<file path="src/hdl/ps2_mouse_packet_tracker_macros.svh">
// ----------------------------------------------------------------------------
// PS/2 mouse packet tracker assertion macros
// Concurrent checks that compile away when SYNTHESIS is defined.
// ----------------------------------------------------------------------------
`ifndef PS2_MOUSE_PACKET_TRACKER_MACROS_SVH
`define PS2_MOUSE_PACKET_TRACKER_MACROS_SVH

`ifndef SYNTHESIS

// same-cycle implication
`define PS2MT_ASSERT_IMPL(lbl, clk, rst, ante, cons) \
   lbl: assert property (@(posedge clk) disable iff (rst) (ante) |-> (cons)) \
      else $error("ps2mt: same-cycle check failed");

// next-cycle implication
`define PS2MT_ASSERT_NEXT(lbl, clk, rst, ante, cons) \
   lbl: assert property (@(posedge clk) disable iff (rst) (ante) |=> (cons)) \
      else $error("ps2mt: next-cycle check failed");

`else

`define PS2MT_ASSERT_IMPL(lbl, clk, rst, ante, cons)
`define PS2MT_ASSERT_NEXT(lbl, clk, rst, ante, cons)

`endif

`endif

</file>
<file path="src/hdl/ps2mt_pkg.sv">
// ----------------------------------------------------------------------------
// PS/2 mouse packet tracker package
// Shared widths, constants and payload types.
// ----------------------------------------------------------------------------
package ps2mt_pkg;

   localparam int COORD_BITS     = 12;
   localparam int OUT_COORD_BITS = 12;
   localparam int CFG_BITS       = 13;
   localparam int CSR_IDX_BITS   = 1;
   localparam int COORD_SPAN     = 1 << COORD_BITS;
   localparam int COORD_MAX      = COORD_SPAN - 1;

   localparam int HOME_X_INT = (400 > COORD_MAX) ? COORD_MAX : 400;
   localparam int HOME_Y_INT = (300 > COORD_MAX) ? COORD_MAX : 300;
   localparam logic [COORD_BITS-1:0] HOME_X = COORD_BITS'(HOME_X_INT);
   localparam logic [COORD_BITS-1:0] HOME_Y = COORD_BITS'(HOME_Y_INT);

   localparam logic [CFG_BITS-1:0] WIDTH_RESET  = CFG_BITS'(800);
   localparam logic [CFG_BITS-1:0] HEIGHT_RESET = CFG_BITS'(600);

   // status and header bit positions
   localparam int STATUS_READY_BIT = 0;
   localparam int STATUS_AUX_BIT   = 5;
   localparam int HEADER_SYNC_BIT  = 3;
   localparam int BTN_LEFT_BIT     = 0;
   localparam int BTN_RIGHT_BIT    = 1;
   localparam int BTN_MIDDLE_BIT   = 2;

   localparam logic [CSR_IDX_BITS-1:0] CSR_SCREEN_WIDTH  = CSR_IDX_BITS'(0);
   localparam logic [CSR_IDX_BITS-1:0] CSR_SCREEN_HEIGHT = CSR_IDX_BITS'(1);

   typedef enum logic [1:0] {
      PHASE_HEADER = 2'd0,
      PHASE_DX     = 2'd1,
      PHASE_DY     = 2'd2
   } phase_type;

   typedef struct packed {
      logic [7:0] status_byte;
      logic [7:0] data_byte;
   } req_type;

   typedef struct packed {
      logic [OUT_COORD_BITS-1:0] pointer_x;
      logic [OUT_COORD_BITS-1:0] pointer_y;
      logic                      left_pressed;
      logic                      right_pressed;
      logic                      middle_pressed;
      logic                      packet_done;
   } rsp_type;

   typedef struct packed {
      logic valid;
      logic advance;
   } stage_ctl_type;

endpackage

</file>
<file path="src/hdl/ps2_mouse_packet_tracker.sv">
// ----------------------------------------------------------------------------
// PS/2 mouse packet tracker
// An accepted item passes through the input register, then the result register.
// Throughput: one item per cycle; the result register and the input register
// advance together whenever the result slot is free or being taken.
// Reset (synchronous, active high) empties both stages, homes the pointer,
// releases the buttons, restarts framing and restores an 800 x 600 screen.
// ----------------------------------------------------------------------------
`include "ps2_mouse_packet_tracker_macros.svh"

module ps2_mouse_packet_tracker (
   input  logic                                clock,
   input  logic                                reset,
   input  logic                                req_valid,
   output logic                                req_ready,
   input  ps2mt_pkg::req_type                  req_data,
   output logic                                rsp_valid,
   input  logic                                rsp_ready,
   output ps2mt_pkg::rsp_type                  rsp_data,
   input  logic                                csr_we,
   input  logic [ps2mt_pkg::CSR_IDX_BITS-1:0]  csr_index,
   input  logic [ps2mt_pkg::CFG_BITS-1:0]      csr_wdata
);

   logic                      stage_valid;
   ps2mt_pkg::req_type        stage_data;
   ps2mt_pkg::stage_ctl_type  ctl;
   ps2mt_pkg::rsp_type        result;
   logic                      rsp_vld_ff;
   logic                      rsp_vld_in;
   ps2mt_pkg::rsp_type        rsp_ff;

   // move the held item into the result slot when that slot frees up
   assign ctl.valid   = stage_valid;
   assign ctl.advance = stage_valid && (!rsp_vld_ff || rsp_ready);

   ps2mt_in_reg u_in_reg (
      .clock       (clock),
      .reset       (reset),
      .req_valid   (req_valid),
      .req_ready   (req_ready),
      .req_data    (req_data),
      .advance     (ctl.advance),
      .stage_valid (stage_valid),
      .stage_data  (stage_data)
   );

   ps2mt_tracker u_tracker (
      .clock     (clock),
      .reset     (reset),
      .csr_we    (csr_we),
      .csr_index (csr_index),
      .csr_wdata (csr_wdata),
      .ctl       (ctl),
      .item      (stage_data),
      .result    (result)
   );

   assign rsp_vld_in = ctl.advance || (rsp_vld_ff && !rsp_ready);

   always_ff @(posedge clock) begin
      if (reset) begin
         rsp_vld_ff <= 1'b0;
      end else begin
         rsp_vld_ff <= rsp_vld_in;
      end
   end

   always_ff @(posedge clock) begin
      if (ctl.advance) begin
         rsp_ff <= result;
      end
   end

   assign rsp_valid = rsp_vld_ff;
   assign rsp_data  = rsp_ff;

   `PS2MT_ASSERT_NEXT(a_accept_fills_stage, clock, reset, req_valid && req_ready, stage_valid)
   `PS2MT_ASSERT_NEXT(a_stalled_stage_holds, clock, reset, stage_valid && !ctl.advance, stage_valid)
   `PS2MT_ASSERT_NEXT(a_advance_fills_result, clock, reset, ctl.advance, rsp_valid)
   `PS2MT_ASSERT_IMPL(a_no_advance_when_full, clock, reset, rsp_valid && !rsp_ready, !ctl.advance)

endmodule

</file>
<file path="src/hdl/ps2mt_in_reg.sv">
// ----------------------------------------------------------------------------
// PS/2 mouse packet tracker input register
// Holds one accepted item until the tracker consumes it.
// ----------------------------------------------------------------------------
module ps2mt_in_reg (
   input  logic              clock,
   input  logic              reset,
   input  logic              req_valid,
   output logic              req_ready,
   input  ps2mt_pkg::req_type req_data,
   input  logic              advance,
   output logic              stage_valid,
   output ps2mt_pkg::req_type stage_data
);

   logic               vld_ff;
   logic               vld_in;
   ps2mt_pkg::req_type data_ff;
   logic               load;

   // take a new item whenever the held one leaves or the register is empty
   assign req_ready = !vld_ff || advance;
   assign load      = req_valid && req_ready;
   assign vld_in    = load || (vld_ff && !advance);

   always_ff @(posedge clock) begin
      if (reset) begin
         vld_ff <= 1'b0;
      end else begin
         vld_ff <= vld_in;
      end
   end

   always_ff @(posedge clock) begin
      if (load) begin
         data_ff <= req_data;
      end
   end

   assign stage_valid = vld_ff;
   assign stage_data  = data_ff;

endmodule

</file>
<file path="src/hdl/ps2mt_tracker.sv">
// ----------------------------------------------------------------------------
// PS/2 mouse packet tracker core
// Frames packet bytes, moves and clamps the pointer, holds screen size.
// ----------------------------------------------------------------------------
module ps2mt_tracker (
   input  logic                                   clock,
   input  logic                                   reset,
   input  logic                                   csr_we,
   input  logic [ps2mt_pkg::CSR_IDX_BITS-1:0]     csr_index,
   input  logic [ps2mt_pkg::CFG_BITS-1:0]         csr_wdata,
   input  ps2mt_pkg::stage_ctl_type               ctl,
   input  ps2mt_pkg::req_type                     item,
   output ps2mt_pkg::rsp_type                     result
);

   localparam int CB       = ps2mt_pkg::COORD_BITS;
   localparam int SUM_BITS = CB + 2;
   localparam int LIM_BITS = (CB + 1 > ps2mt_pkg::CFG_BITS) ? CB + 1 : ps2mt_pkg::CFG_BITS;

   logic [ps2mt_pkg::CFG_BITS-1:0] width_ff;
   logic [ps2mt_pkg::CFG_BITS-1:0] height_ff;

   ps2mt_pkg::phase_type phase_ff, phase_in;
   logic [2:0]           header_ff, header_in;
   logic [7:0]           dx_ff, dx_in;
   logic [CB-1:0]        pos_x_ff, pos_x_in;
   logic [CB-1:0]        pos_y_ff, pos_y_in;
   logic [2:0]           btn_ff, btn_in;
   logic                 done;

   logic                      used;
   logic signed [SUM_BITS-1:0] next_x;
   logic signed [SUM_BITS-1:0] next_y;

   function automatic logic [CB-1:0] clamp_axis(
      input logic signed [SUM_BITS-1:0]      v,
      input logic [ps2mt_pkg::CFG_BITS-1:0]  size
   );
      logic [LIM_BITS-1:0] size_w;
      logic [LIM_BITS-1:0] span;
      logic [CB:0]         lim;
      logic [CB-1:0]       res;
      size_w = LIM_BITS'(size);
      span   = LIM_BITS'(ps2mt_pkg::COORD_SPAN);
      if (size_w == '0) begin
         lim = (CB + 1)'(1);
      end else if (size_w > span) begin
         lim = span[CB:0];
      end else begin
         lim = size_w[CB:0];
      end
      if (v[SUM_BITS-1]) begin
         res = '0;
      end else if (v[CB:0] >= lim) begin
         res = CB'(lim - (CB + 1)'(1));
      end else begin
         res = v[CB-1:0];
      end
      return res;
   endfunction

   always_ff @(posedge clock) begin
      if (reset) begin
         width_ff  <= ps2mt_pkg::WIDTH_RESET;
         height_ff <= ps2mt_pkg::HEIGHT_RESET;
      end else if (csr_we) begin
         case (csr_index)
            ps2mt_pkg::CSR_SCREEN_WIDTH:  width_ff  <= csr_wdata;
            ps2mt_pkg::CSR_SCREEN_HEIGHT: height_ff <= csr_wdata;
            default: ;
         endcase
      end
   end

   assign used = ctl.valid && item.status_byte[ps2mt_pkg::STATUS_READY_BIT]
                 && item.status_byte[ps2mt_pkg::STATUS_AUX_BIT];

   // sign-extend both deltas; Y grows downward so its delta is subtracted
   assign next_x = signed'({2'b00, pos_x_ff})
                 + signed'({{(SUM_BITS-8){dx_ff[7]}}, dx_ff});
   assign next_y = signed'({2'b00, pos_y_ff})
                 - signed'({{(SUM_BITS-8){item.data_byte[7]}}, item.data_byte});

   // next phase
   always_comb begin
      phase_in = phase_ff;
      if (used) begin
         case (phase_ff)
            ps2mt_pkg::PHASE_HEADER: begin
               if (item.data_byte[ps2mt_pkg::HEADER_SYNC_BIT]) begin
                  phase_in = ps2mt_pkg::PHASE_DX;
               end
            end
            ps2mt_pkg::PHASE_DX: phase_in = ps2mt_pkg::PHASE_DY;
            ps2mt_pkg::PHASE_DY: phase_in = ps2mt_pkg::PHASE_HEADER;
            default:             phase_in = phase_ff;
         endcase
      end
   end

   // datapath updates per phase
   always_comb begin
      header_in = header_ff;
      dx_in     = dx_ff;
      pos_x_in  = pos_x_ff;
      pos_y_in  = pos_y_ff;
      btn_in    = btn_ff;
      done      = 1'b0;
      if (used) begin
         case (phase_ff)
            ps2mt_pkg::PHASE_HEADER: header_in = item.data_byte[2:0];
            ps2mt_pkg::PHASE_DX:     dx_in     = item.data_byte;
            ps2mt_pkg::PHASE_DY: begin
               btn_in   = header_ff;
               pos_x_in = clamp_axis(next_x, width_ff);
               pos_y_in = clamp_axis(next_y, height_ff);
               done     = 1'b1;
            end
            default: ;
         endcase
      end
   end

   always_ff @(posedge clock) begin
      if (reset) begin
         phase_ff  <= ps2mt_pkg::PHASE_HEADER;
         header_ff <= 3'b000;
         dx_ff     <= 8'h00;
         pos_x_ff  <= ps2mt_pkg::HOME_X;
         pos_y_ff  <= ps2mt_pkg::HOME_Y;
         btn_ff    <= 3'b000;
      end else if (ctl.advance) begin
         phase_ff  <= phase_in;
         header_ff <= header_in;
         dx_ff     <= dx_in;
         pos_x_ff  <= pos_x_in;
         pos_y_ff  <= pos_y_in;
         btn_ff    <= btn_in;
      end
   end

   assign result.pointer_x      = ps2mt_pkg::OUT_COORD_BITS'(pos_x_in);
   assign result.pointer_y      = ps2mt_pkg::OUT_COORD_BITS'(pos_y_in);
   assign result.left_pressed   = btn_in[ps2mt_pkg::BTN_LEFT_BIT];
   assign result.right_pressed  = btn_in[ps2mt_pkg::BTN_RIGHT_BIT];
   assign result.middle_pressed = btn_in[ps2mt_pkg::BTN_MIDDLE_BIT];
   assign result.packet_done    = done;

endmodule
</file>
<file path="config.mk">
export PLATFORM = sky130hd
export DESIGN_NAME = ps2_mouse_packet_tracker
export DESIGN_NICKNAME = d
export VERILOG_FILES = /design/src/hdl/ps2mt_pkg.sv /design/src/hdl/ps2_mouse_packet_tracker.sv /design/src/hdl/ps2mt_in_reg.sv /design/src/hdl/ps2mt_tracker.sv
export VERILOG_INCLUDE_DIRS = /design/src /design/src/hdl
export SDC_FILE = /design/constraint.sdc
export NUM_CORES = 1
export LEC_CHECK = 0
export BUFFER_PORTS_ARGS = -buffer_cell sky130_fd_sc_hd__buf_2
export CAP_MARGIN = 5
export CORE_ASPECT_RATIO = 0.5
export CORE_MARGIN = 5
export CORE_UTILIZATION = 65
export DETAILED_ROUTE_END_ITERATION = 7
export GPL_ROUTABILITY_DRIVEN = 1
export PLACE_DENSITY = 0.87
export SKIP_CTS_REPAIR_TIMING = 1
export SKIP_LAST_GASP = 1
export SLEW_MARGIN = 20
export SYNTH_ARGS = -nofsm -noshare
export SYNTH_HDL_FRONTEND = slang
export SYNTH_SLANG_ARGS = --single-unit
</file>
<file path="constraint.sdc">
create_clock -name clock -period 5.9 [get_ports clock]
set_input_delay 1.18 -clock clock [delete_from_list [all_inputs] [get_ports clock]]
set_output_delay 1.18 -clock clock [all_outputs]
set_load 0.01 [all_outputs]
</file>
==> metrics.txt, run 1 <==
WHS Endpoint=u_tracker.header_ff[2]$_SDFFE_PP0P_; ant diodes=0; CP Capture Type=register; gr usage total=26.5%; post-synthesis mux area share=3.46%; TNS Setup=0 ps; largest family of logic cells by synthesized area=compound AO/OA/AOI/OAI gates; worst hold path depth=2; Vias=5830; unrepaired setup endpoints after global routing=no; # DRC=0; Initial Util=68.1%; global-route wire length before repair=26300 um; Design Area, Final=7200 um2; final slew viol count=0; initial antenna violation count=0; HPWL Detailed=11800 um; number of global-route vias before repair=5394; DR WL/cell=17.4 um; LEAKAGE=0.00304 uW; Final Cycle Share=72.4%; register area share after synthesis=38.0%; Synth async-reset ratio=0%; clk buf depth=2; Clock Pin Slew Worst Setup and Hold Paths=80 ps; CTS tree=built; CTS Buf Count=9; simple-gate share of the synthesized area=18.8%; reg2reg end=rsp_data[23]$_DFFE_PP_; path category of the worst min-delay check=register to register; adder-cell share of the synthesized area=11.6%; hold_sp=u_tracker.header_ff[2]$_SDFFE_PP0P_; Final Hold Fails=0; Die Width=152 um; GPL Wtd Cong=0.957; status=complete, no violations; largest net degree at the start of global routing=55; Syn Inst Count=746; final worst path period need=4270 ps; H-tree Lvls=3; worst setup path class=register to register; IO Port Bufs=58; Root Driver=clkbuf_16; core area=9670 um2; Die H=81.1 um; Post-synth EDFFs=38; Synth area leader=dfxtp_1; CP startpoint kind=register; Reg2Reg Launch Point=u_tracker.pos_x_ff[0]$_SDFFE_PP0P_; Synth Area per Inst=8.82 um2; setup slack, reg-to-reg=1630 ps; hold slack=461 ps; DR iter-0 viols=448; Post-Route WL=16200 um; Pwr Density=223 nW/um2; die area=12400 um2; slowest CP cell=a2111oi_0; fmax=234 MHz; cell-by-cell trace of the critical path=ha_1, fa_1, a21oi_1, o22ai_1, o21ba_1, a31o_2, a21oi_1, o21bai_1, xor2_1, ha_1, o2111ai_1, o21ai_1, o21ai_1, a2111oi_0, o31ai_1; Post-Syn Area=6580 um2; area post-placement=6930 um2; CP required=5980 ps; Distinct cells, synth=75; Max IR drop VDD=0.159 mV; Fin Clk Skew=10.7 ps; syn nets=841; ANT nets after route=0; I/O pins=65; GR Overflow Total=0; Post-synth top flop=dfxtp_1; CP delay by family, top=compound AO/OA/AOI/OAI gates; Total Power=1610 uW; Worst-Margin Slew=1160 ps; Sink Count=106; layout cells sized above 1=13.8%; crit path max fanout=4; final setup fails=0; Buf/Inv on CP=0; flops & latches, synth=106; std cell rows=25; Register-to-Register Path Depth=15; complex-gate fraction of the synthesized area=20.8%; utilization after layout=74.5%; XOR/XNOR Fraction of Synth Area=3.33%; routed vias/inst=6.26; clk_lat worst skew=360 ps; synth top area cells=dfxtp_1 21%, edfxtp_1 17%, ha_1 11%, nand2_1 7.5%, a21oi_1 5.3%; drt pass-1 iters=5; Slew HR=20.9%; max cap viols=0; nets=887; Ys Warns=0; area grow syn2layout=9.45%; top cell type's share of synthesized area=20.7%; Worst Path Arrival=4350 ps; CP peak stage delay=900 ps
-- cell families (layout without fill, tap and decap cells) --
group	Yosys count	count (layout)
AND/OR/NAND/NOR	272	272
flip-flops	106	106
buffers and inverters	59	110
XOR/XNOR	25	25
adder cells (fa/ha/maj)	60	60
multiplexers	21	21
AO/OA/AOI/OAI	203	203
-- power by group --
group,leakage [uW],internal (uW),switching (uW),total [uW]
Combinational,0.00201,94.5,147,242
Clock,0.000132,286,281,566
Sequential,0.000898,777,20.9,798
-- Yosys cell counts, types with 4 or more instances --
| master | instances |
|---|---|
| nand2_1 | 131 |
| a21oi_1 | 70 |
| dfxtp_1 | 68 |
| ha_1 | 58 |
| nor2_1 | 54 |
| edfxtp_1 | 38 |
| inv_1 | 32 |
| o21ai_0 | 28 |
| clkbuf_1 | 20 |
| nand3_1 | 20 |
| o21ai_1 | 17 |
| a22o_1 | 13 |
| nor3_1 | 13 |
| xor2_1 | 13 |
| mux2i_1 | 12 |
| xnor2_1 | 12 |
| a21o_1 | 10 |
| o31ai_1 | 9 |
| mux2_2 | 7 |
| nand3b_1 | 7 |
| a211oi_1 | 6 |
| and3_1 | 6 |
| nor2b_1 | 5 |
| nor4_1 | 5 |
| or3_1 | 5 |
| nand2b_1 | 4 |
-- tightest hold or removal path, delay by kind of cell (launching register included) --
kind	cells	cell delay, ps
flops	1	310
simple gates	1	50
compound gates	1	50
-- placed cells by master (no fill, tap or decap), types with 7 or more instances in the layout --
| cell | netlist | routed |
|---|---|---|
| a21o_1 | 10 | 10 |
| a21oi_1 | 70 | 69 |
| a22o_1 | 13 | 13 |
| buf_2 | 2 | 58 |
| clkbuf_16 | 0 | 9 |
| dfxtp_1 | 68 | 68 |
| edfxtp_1 | 38 | 38 |
| ha_1 | 58 | 58 |
| inv_1 | 32 | 32 |
| mux2_2 | 7 | 7 |
| mux2i_1 | 12 | 12 |
| nand2_1 | 131 | 131 |
| nand3_1 | 20 | 20 |
| nand3b_1 | 7 | 7 |
| nor2_1 | 54 | 54 |
| nor3_1 | 13 | 13 |
| o21ai_0 | 28 | 28 |
| o21ai_1 | 17 | 17 |
| o31ai_1 | 9 | 9 |
| xnor2_1 | 12 | 12 |
| xor2_1 | 13 | 13 |
-- stage by stage --
stage	setup WS (ps)	std cells
after global placement	1840	916
after global routing	1350	932
final	1630	932
after detailed placement	1720	916
after floorplan	2100	746
after CTS	1700	932
-- sequential cells by signal, summed over array words and instances, names as in the netlist --
name	count
rsp_data	28
u_tracker.height_ff	13
u_tracker.width_ff	13
u_tracker.pos_x_ff	12
u_tracker.pos_y_ff	12
u_in_reg.stage_data	10
u_tracker.dx_ff	8
u_tracker.btn_ff	3
u_tracker.header_ff	3
u_tracker.phase_ff	2
rsp_valid	1
u_in_reg.stage_valid	1
-- area by class of cell --
cell class / count / area (um2)
well taps: 135 / 169
clock buffers: 9 / 225
multi-input cells: 581 / 3820
clock inverters: 7 / 45.0
inverters: 32 / 120
flip-flops and latches: 106 / 2500
repair buffers: 62 / 320
fillers: 696 / 2460
-- worst max path at each step --
stage,startpoint,endpoint,slack [ps],cells past startpoint
6_report,u_tracker.pos_x_ff[0]$_SDFFE_PP0P_,rsp_data[23]$_DFFE_PP_,1630,15
3_3_place_gp,u_tracker.pos_x_ff[0]$_SDFFE_PP0P_,rsp_data[18]$_DFFE_PP_,1840,16
3_5_place_dp,u_tracker.pos_x_ff[1]$_SDFFE_PP0P_,rsp_data[18]$_DFFE_PP_,1720,14
4_1_cts,u_tracker.pos_x_ff[1]$_SDFFE_PP0P_,rsp_data[18]$_DFFE_PP_,1700,14
2_1_floorplan,u_in_reg.stage_data[0]$_DFFE_PP_,rsp_data[10]$_DFFE_PP_,2100,16
5_1_grt,u_tracker.dx_ff[7]$_SDFFE_PP0P_,rsp_data[18]$_DFFE_PP_,1350,15
-- per-layer routing --
layer | track usage (%) | routed length (um) | vias up
li1 | - | - | 2790
met1 | 35.8 | 7300 | 2759
met2 | 43.5 | 7360 | 246
met3 | 5.38 | 1230 | 35
met4 | 8.34 | 327 | 0
met5 | 0 | 0 | -
(Power assumes the default switching activity.)
==> run 2: changes to the inputs <==
--- a/config.mk
+++ b/config.mk
@@ -10,10 +10,10 @@
 export CAP_MARGIN = 5
 export CORE_ASPECT_RATIO = 0.5
 export CORE_MARGIN = 5
-export CORE_UTILIZATION = 65
+export CORE_UTILIZATION = 54
 export DETAILED_ROUTE_END_ITERATION = 7
 export GPL_ROUTABILITY_DRIVEN = 1
-export PLACE_DENSITY = 0.87
+export PLACE_DENSITY = 0.77
 export SKIP_CTS_REPAIR_TIMING = 1
 export SKIP_LAST_GASP = 1
 export SLEW_MARGIN = 20
==> constraint.sdc (replaced) <==
create_clock -name clock -period 3.6 [get_ports clock]
set_input_delay 0.72 -clock clock [delete_from_list [all_inputs] [get_ports clock]]
set_output_delay 0.72 -clock clock [all_outputs]
set_load 0.01 [all_outputs]
==> run 2 against run 1 <==
  * The run now ends with setup timing left
  * Sequential cell count stayed put
  * Global-route usage shrank 3.1 points
  * Sequential share of layout area decreased by 5.1 points
  * Critical endpoint is now rsp_data[18]$_DFFE_PP_
  * Largest cell class unchanged
  * Highest routed layer unchanged
==> metrics.txt, run 2 (same netlist as run 1, synthesis figures left out) <==
status=complete, but fails checks; failing checks=setup timing; area post-placement=7530 um2; Register-to-Register Path Depth=16; Worst path depth=16; CP Capture Type=register; DR WL/cell=17.7 um; GR Overflow Total=0; Pwr Density=341 nW/um2; std cell rows=28; Sink Count=106; CP delay by family, top=compound AO/OA/AOI/OAI gates; Die Width=166 um; # DRC=0; Max IR drop VDD=0.225 mV; slowest CP cell=fa_2; Clock Pin Slew Worst Setup and Hold Paths=70 ps; HPWL Detailed=12600 um; CP peak stage delay=390 ps; worst hold path depth=2; Vias=6139; Final Cycle Share=108%; setup slack, reg-to-reg=-300 ps; Fin Clk Skew=8.10 ps; core area=11900 um2; I/O pins=65; max cap viols=0; clk buf depth=2; die area=14600 um2; path category of the worst min-delay check=register to register; layout cells sized above 1=29.9%; ANT nets after route=0; DR iter-0 viols=514; fmax=257 MHz; Worst-Margin Slew=749 ps; LEAKAGE=0.00356 uW; CP startpoint kind=register; reg2reg end=rsp_data[18]$_DFFE_PP_; area grow syn2layout=28.4%; max reg flops=28; largest net degree at the start of global routing=54; GPL Wtd Cong=0.928; Most common cell on crit path=a21oi_2; CTS Buf Count=9; Reg2Reg Launch Point=u_tracker.dx_ff[0]$_SDFFE_PP0P_; final slew viol count=0; nets=971; Initial Util=55.4%; IO Port Bufs=58; number of global-route vias before repair=5714; drt pass-1 iters=5; Slew HR=50.0%; hold_sp=u_tracker.header_ff[0]$_SDFFE_PP0P_; Post-Route WL=18500 um; CP required=3700 ps; Final Hold Fails=0; CTS tree=built; FILL cells=849; final setup fails=47; cell-by-cell trace of the critical path=ha_4, fa_2, a21oi_4, o22ai_2, o21ba_4, a31o_4, a21oi_2, o21bai_1, xor2_1, ha_1, a21oi_2, nand3_2, o21ai_4, buf_6, mux2_4, a22o_1; Die H=88.1 um; clk_lat worst skew=350 ps; Cell Count, Final, Fillers Out=1046; final worst path period need=3900 ps; Worst Path Arrival=3990 ps; H-tree Lvls=3; crit path max fanout=6; routed vias/inst=5.87; global-route wire length before repair=27600 um; Buf/Inv on CP=1; initial antenna violation count=0; WHS Endpoint=u_tracker.header_ff[0]$_SDFFE_PP0P_; Design Area, Final=8440 um2; Root Driver=clkbuf_16; gr usage total=23.3%; ant diodes=0; worst setup path class=register to register; Setup WS post-layout=-297 ps; most common cell after layout, fill and taps aside=nand2_1; dpl cells=1018; most frequent cells in the layout=130 x nand2_1, 71 x buf_4, 64 x dfxtp_1; unrepaired setup endpoints after global routing=yes
==> run 2: per-layer routing <==
layer / track usage [%] / vias to the layer above / share of wire [%]
li1: - / 2963 / -
met1: 32.2 / 2916 / 44
met2: 38.4 / 226 / 48
met3: 4.96 / 34 / 6.8
met4: 5.24 / 0 / 2.0
met5: 0 / - / 0
==> run 2: cell type report <==
cell class / instances / area (um2) / area share, %
clock buffer: 10 / 229 / 2.71
sequential: 106 / 2510 / 29.7
tap: 165 / 206 / 2.44
inverter: 32 / 120 / 1.42
clock inverter: 6 / 65.1 / 0.770
timing repair buffer: 146 / 1030 / 12.2
multi-input combinational: 581 / 4290 / 50.8
==> run 2: worst register-to-register path, delay by kind of cell (launching register included) <==
kind	cells	cell delay [ps]
multiplexers	1	300
XOR/XNOR	1	180
buffers and inverters	1	150
adder cells (fa/ha/maj)	3	870
flip-flops	1	340
AND/OR/NAND/NOR	1	110
AO/OA/AOI/OAI	9	1700
==> run 2: per-stage QoR <==
stage | utilization, % | setup slack (ps) | hold slack, ps | power [uW] | TNS [ps]
6_report | 71.1 | -297 | 461 | 2880 | -8430
3_5_place_dp | 63.4 | -408 | 447 | 1780 | -11440
3_3_place_gp | 63.4 | -294 | 437 | 1760 | -6530
4_1_cts | 65.9 | -446 | 461 | 2750 | -12770
2_1_floorplan | - | 0.897 | 425 | 1630 | 0
5_1_grt | 71.1 | -502 | 503 | 3010 | -17080
==> run 2: where the power goes <==
part           internal, uW  switching (uW)  leakage, uW
clock                   543             451     0.000145
sequential             1270            30.5     0.000900
combinational           266             318      0.00251
==> run 2: worst max path at each step <==
stage                                             from                     end  slack (ps)
floorplan             u_in_reg.stage_data[0]$_DFFE_PP_  rsp_data[10]$_DFFE_PP_         0.9
global placement    u_tracker.pos_x_ff[0]$_SDFFE_PP0P_  rsp_data[19]$_DFFE_PP_        -290
detailed placement  u_tracker.pos_x_ff[0]$_SDFFE_PP0P_  rsp_data[19]$_DFFE_PP_        -410
CTS                 u_tracker.pos_x_ff[0]$_SDFFE_PP0P_  rsp_data[19]$_DFFE_PP_        -450
global route          u_in_reg.stage_data[4]$_DFFE_PP_   rsp_data[8]$_DFFE_PP_        -500
finish                 u_tracker.dx_ff[0]$_SDFFE_PP0P_  rsp_data[18]$_DFFE_PP_        -300
==> run 3: changes to the inputs <==
--- a/config.mk
+++ b/config.mk
@@ -10,10 +10,11 @@
 export CAP_MARGIN = 5
 export CORE_ASPECT_RATIO = 0.5
 export CORE_MARGIN = 5
-export CORE_UTILIZATION = 54
+export CORE_UTILIZATION = 60
 export DETAILED_ROUTE_END_ITERATION = 7
 export GPL_ROUTABILITY_DRIVEN = 1
-export PLACE_DENSITY = 0.77
+export HOLD_SLACK_MARGIN = 0.1
+export PLACE_DENSITY = 0.81
 export SKIP_CTS_REPAIR_TIMING = 1
 export SKIP_LAST_GASP = 1
 export SLEW_MARGIN = 20
==> constraint.sdc (replaced) <==
create_clock -name clock -period 3.95 [get_ports clock]
set_input_delay 0.79 -clock clock [delete_from_list [all_inputs] [get_ports clock]]
set_output_delay 0.79 -clock clock [all_outputs]
set_load 0.01 [all_outputs]
==> run 3 against run 2 <==
  * The run now ends clean
  * Setup slack better by 350 ps
  * Clock skew about the same
  * Count of clock-buffer cells in the layout is 1 higher
  * Sequential share of layout area rose by 3.6 points
  * Die area shrank 9.2%
  * Critical path type unchanged
  * Highest routed layer unchanged
==> metrics.txt, run 3 (same netlist as run 1, synthesis figures left out) <==
Root Driver=clkbuf_16; fmax=257 MHz; TNS Setup=0 ps; most frequent cells in the layout=131 x nand2_1, 64 x dfxtp_1, 62 x a21oi_1; CTS tree=built; LEAKAGE=0.00315 uW; status=complete, no violations; core area=10800 um2; layout cells sized above 1=19.2%; worst setup path class=register to register; GPL Wtd Cong=0.913; max cap viols=0; most common cell after layout, fill and taps aside=nand2_1; clk_lat worst skew=350 ps; std cell rows=27; CTS Buf Count=9; crit path max fanout=8; gr usage total=24.6%; max reg flops=28; Final Cycle Share=98.6%; number of global-route vias before repair=5495; HPWL Detailed=11900 um; Vias=5821; hold slack=467 ps; CP startpoint kind=register; Total Power=2530 uW; FILL cells=848; Cell Count, Final, Fillers Out=962; Pwr Density=336 nW/um2; Sink Count=106; Slew HR=43.9%; clk buf depth=2; CP Capture Type=register; Max IR drop VDD=0.225 mV; Clock Pin Slew Worst Setup and Hold Paths=70 ps; largest net degree at the start of global routing=43; ANT nets after route=0; DR WL/cell=17.4 um; dpl cells=940; DR iter-0 viols=483; area grow syn2layout=14.6%; path category of the worst min-delay check=register to register; Worst-Margin Slew=841 ps; Setup WS post-layout=56.7 ps; Post-Route WL=16700 um; Die Width=158 um; Initial Util=60.7%; final slew viol count=0; Die H=84.0 um; IO Port Bufs=58; final setup fails=0; GR Overflow Total=0; Worst Path Arrival=4000 ps; nets=907; global-route wire length before repair=26600 um; ant diodes=0; die area=13300 um2; unrepaired setup endpoints after global routing=yes; CP required=4050 ps; # DRC=0; H-tree Lvls=3; Final Hold Fails=0; Fin Clk Skew=7.89 ps; worst slack at placement=-85.9 ps; I/O pins=65; initial antenna violation count=0; routed vias/inst=6.05; final worst path period need=3890 ps; drt pass-1 iters=7
run 3: final cells by class:
type,instances,area (um2),area share (%)
Clock buffer,11,243,3.22
Timing Repair Buffer,82,482,6.39
Sequential cell,106,2510,33.3
Inverter,32,120,1.59
Clock inverter,5,60.1,0.796
Tap cell,145,181,2.41
Multi-Input combinational cell,581,3950,52.3
run 3: critical path, stage by stage, from the launching register on:
cell,delay (ps)
dfxtp_1,320
inv_1,80
ha_1,150
inv_1,50
fa_2,340
a211o_1,350
a21o_2,220
a21oi_2,140
xnor2_1,160
ha_1,300
a211oi_2,220
o221ai_2,130
a21oi_2,160
o21ai_1,110
a21oi_2,170
buf_6,160
mux2_2,370
a22o_1,210
run 3: metal layers:
| layer | vias up | track usage, % | share of wire, % |
|---|---|---|---|
| met3 | 21 | 4.92 | 6.5 |
| li1 | 2834 | - | - |
| met4 | 0 | 6.11 | 1.8 |
| met2 | 208 | 38.8 | 46 |
| met1 | 2758 | 34.6 | 45 |
| met5 | - | 0 | 0 |
run 3: worst paths after layout:
path / startpoint / to / slack (ps) / depth (start not counted)
min: u_tracker.header_ff[2]$_SDFFE_PP0P_ / u_tracker.header_ff[2]$_SDFFE_PP0P_ / 470 / 2
max: u_tracker.pos_y_ff[0]$_SDFFE_PP0P_ / rsp_data[6]$_DFFE_PP_ / 60 / 17
max reg2reg: u_tracker.pos_y_ff[0]$_SDFFE_PP0P_ / rsp_data[6]$_DFFE_PP_ / 60 / 17
min reg2reg: u_tracker.header_ff[2]$_SDFFE_PP0P_ / u_tracker.header_ff[2]$_SDFFE_PP0P_ / 470 / 2
run 3: power by group:
group          internal [uW]  switching (uW)
registers               1160            30.5
clock network            513             422
logic                    171             236
total                   1840             688
run 3: metrics by stage:
stage,area [um2],util [%]
global route,7540,69.6
global placement,7040,65.0
detailed placement,7040,65.0
floorplan,6580,-
CTS,7350,67.8
finish,7540,69.6
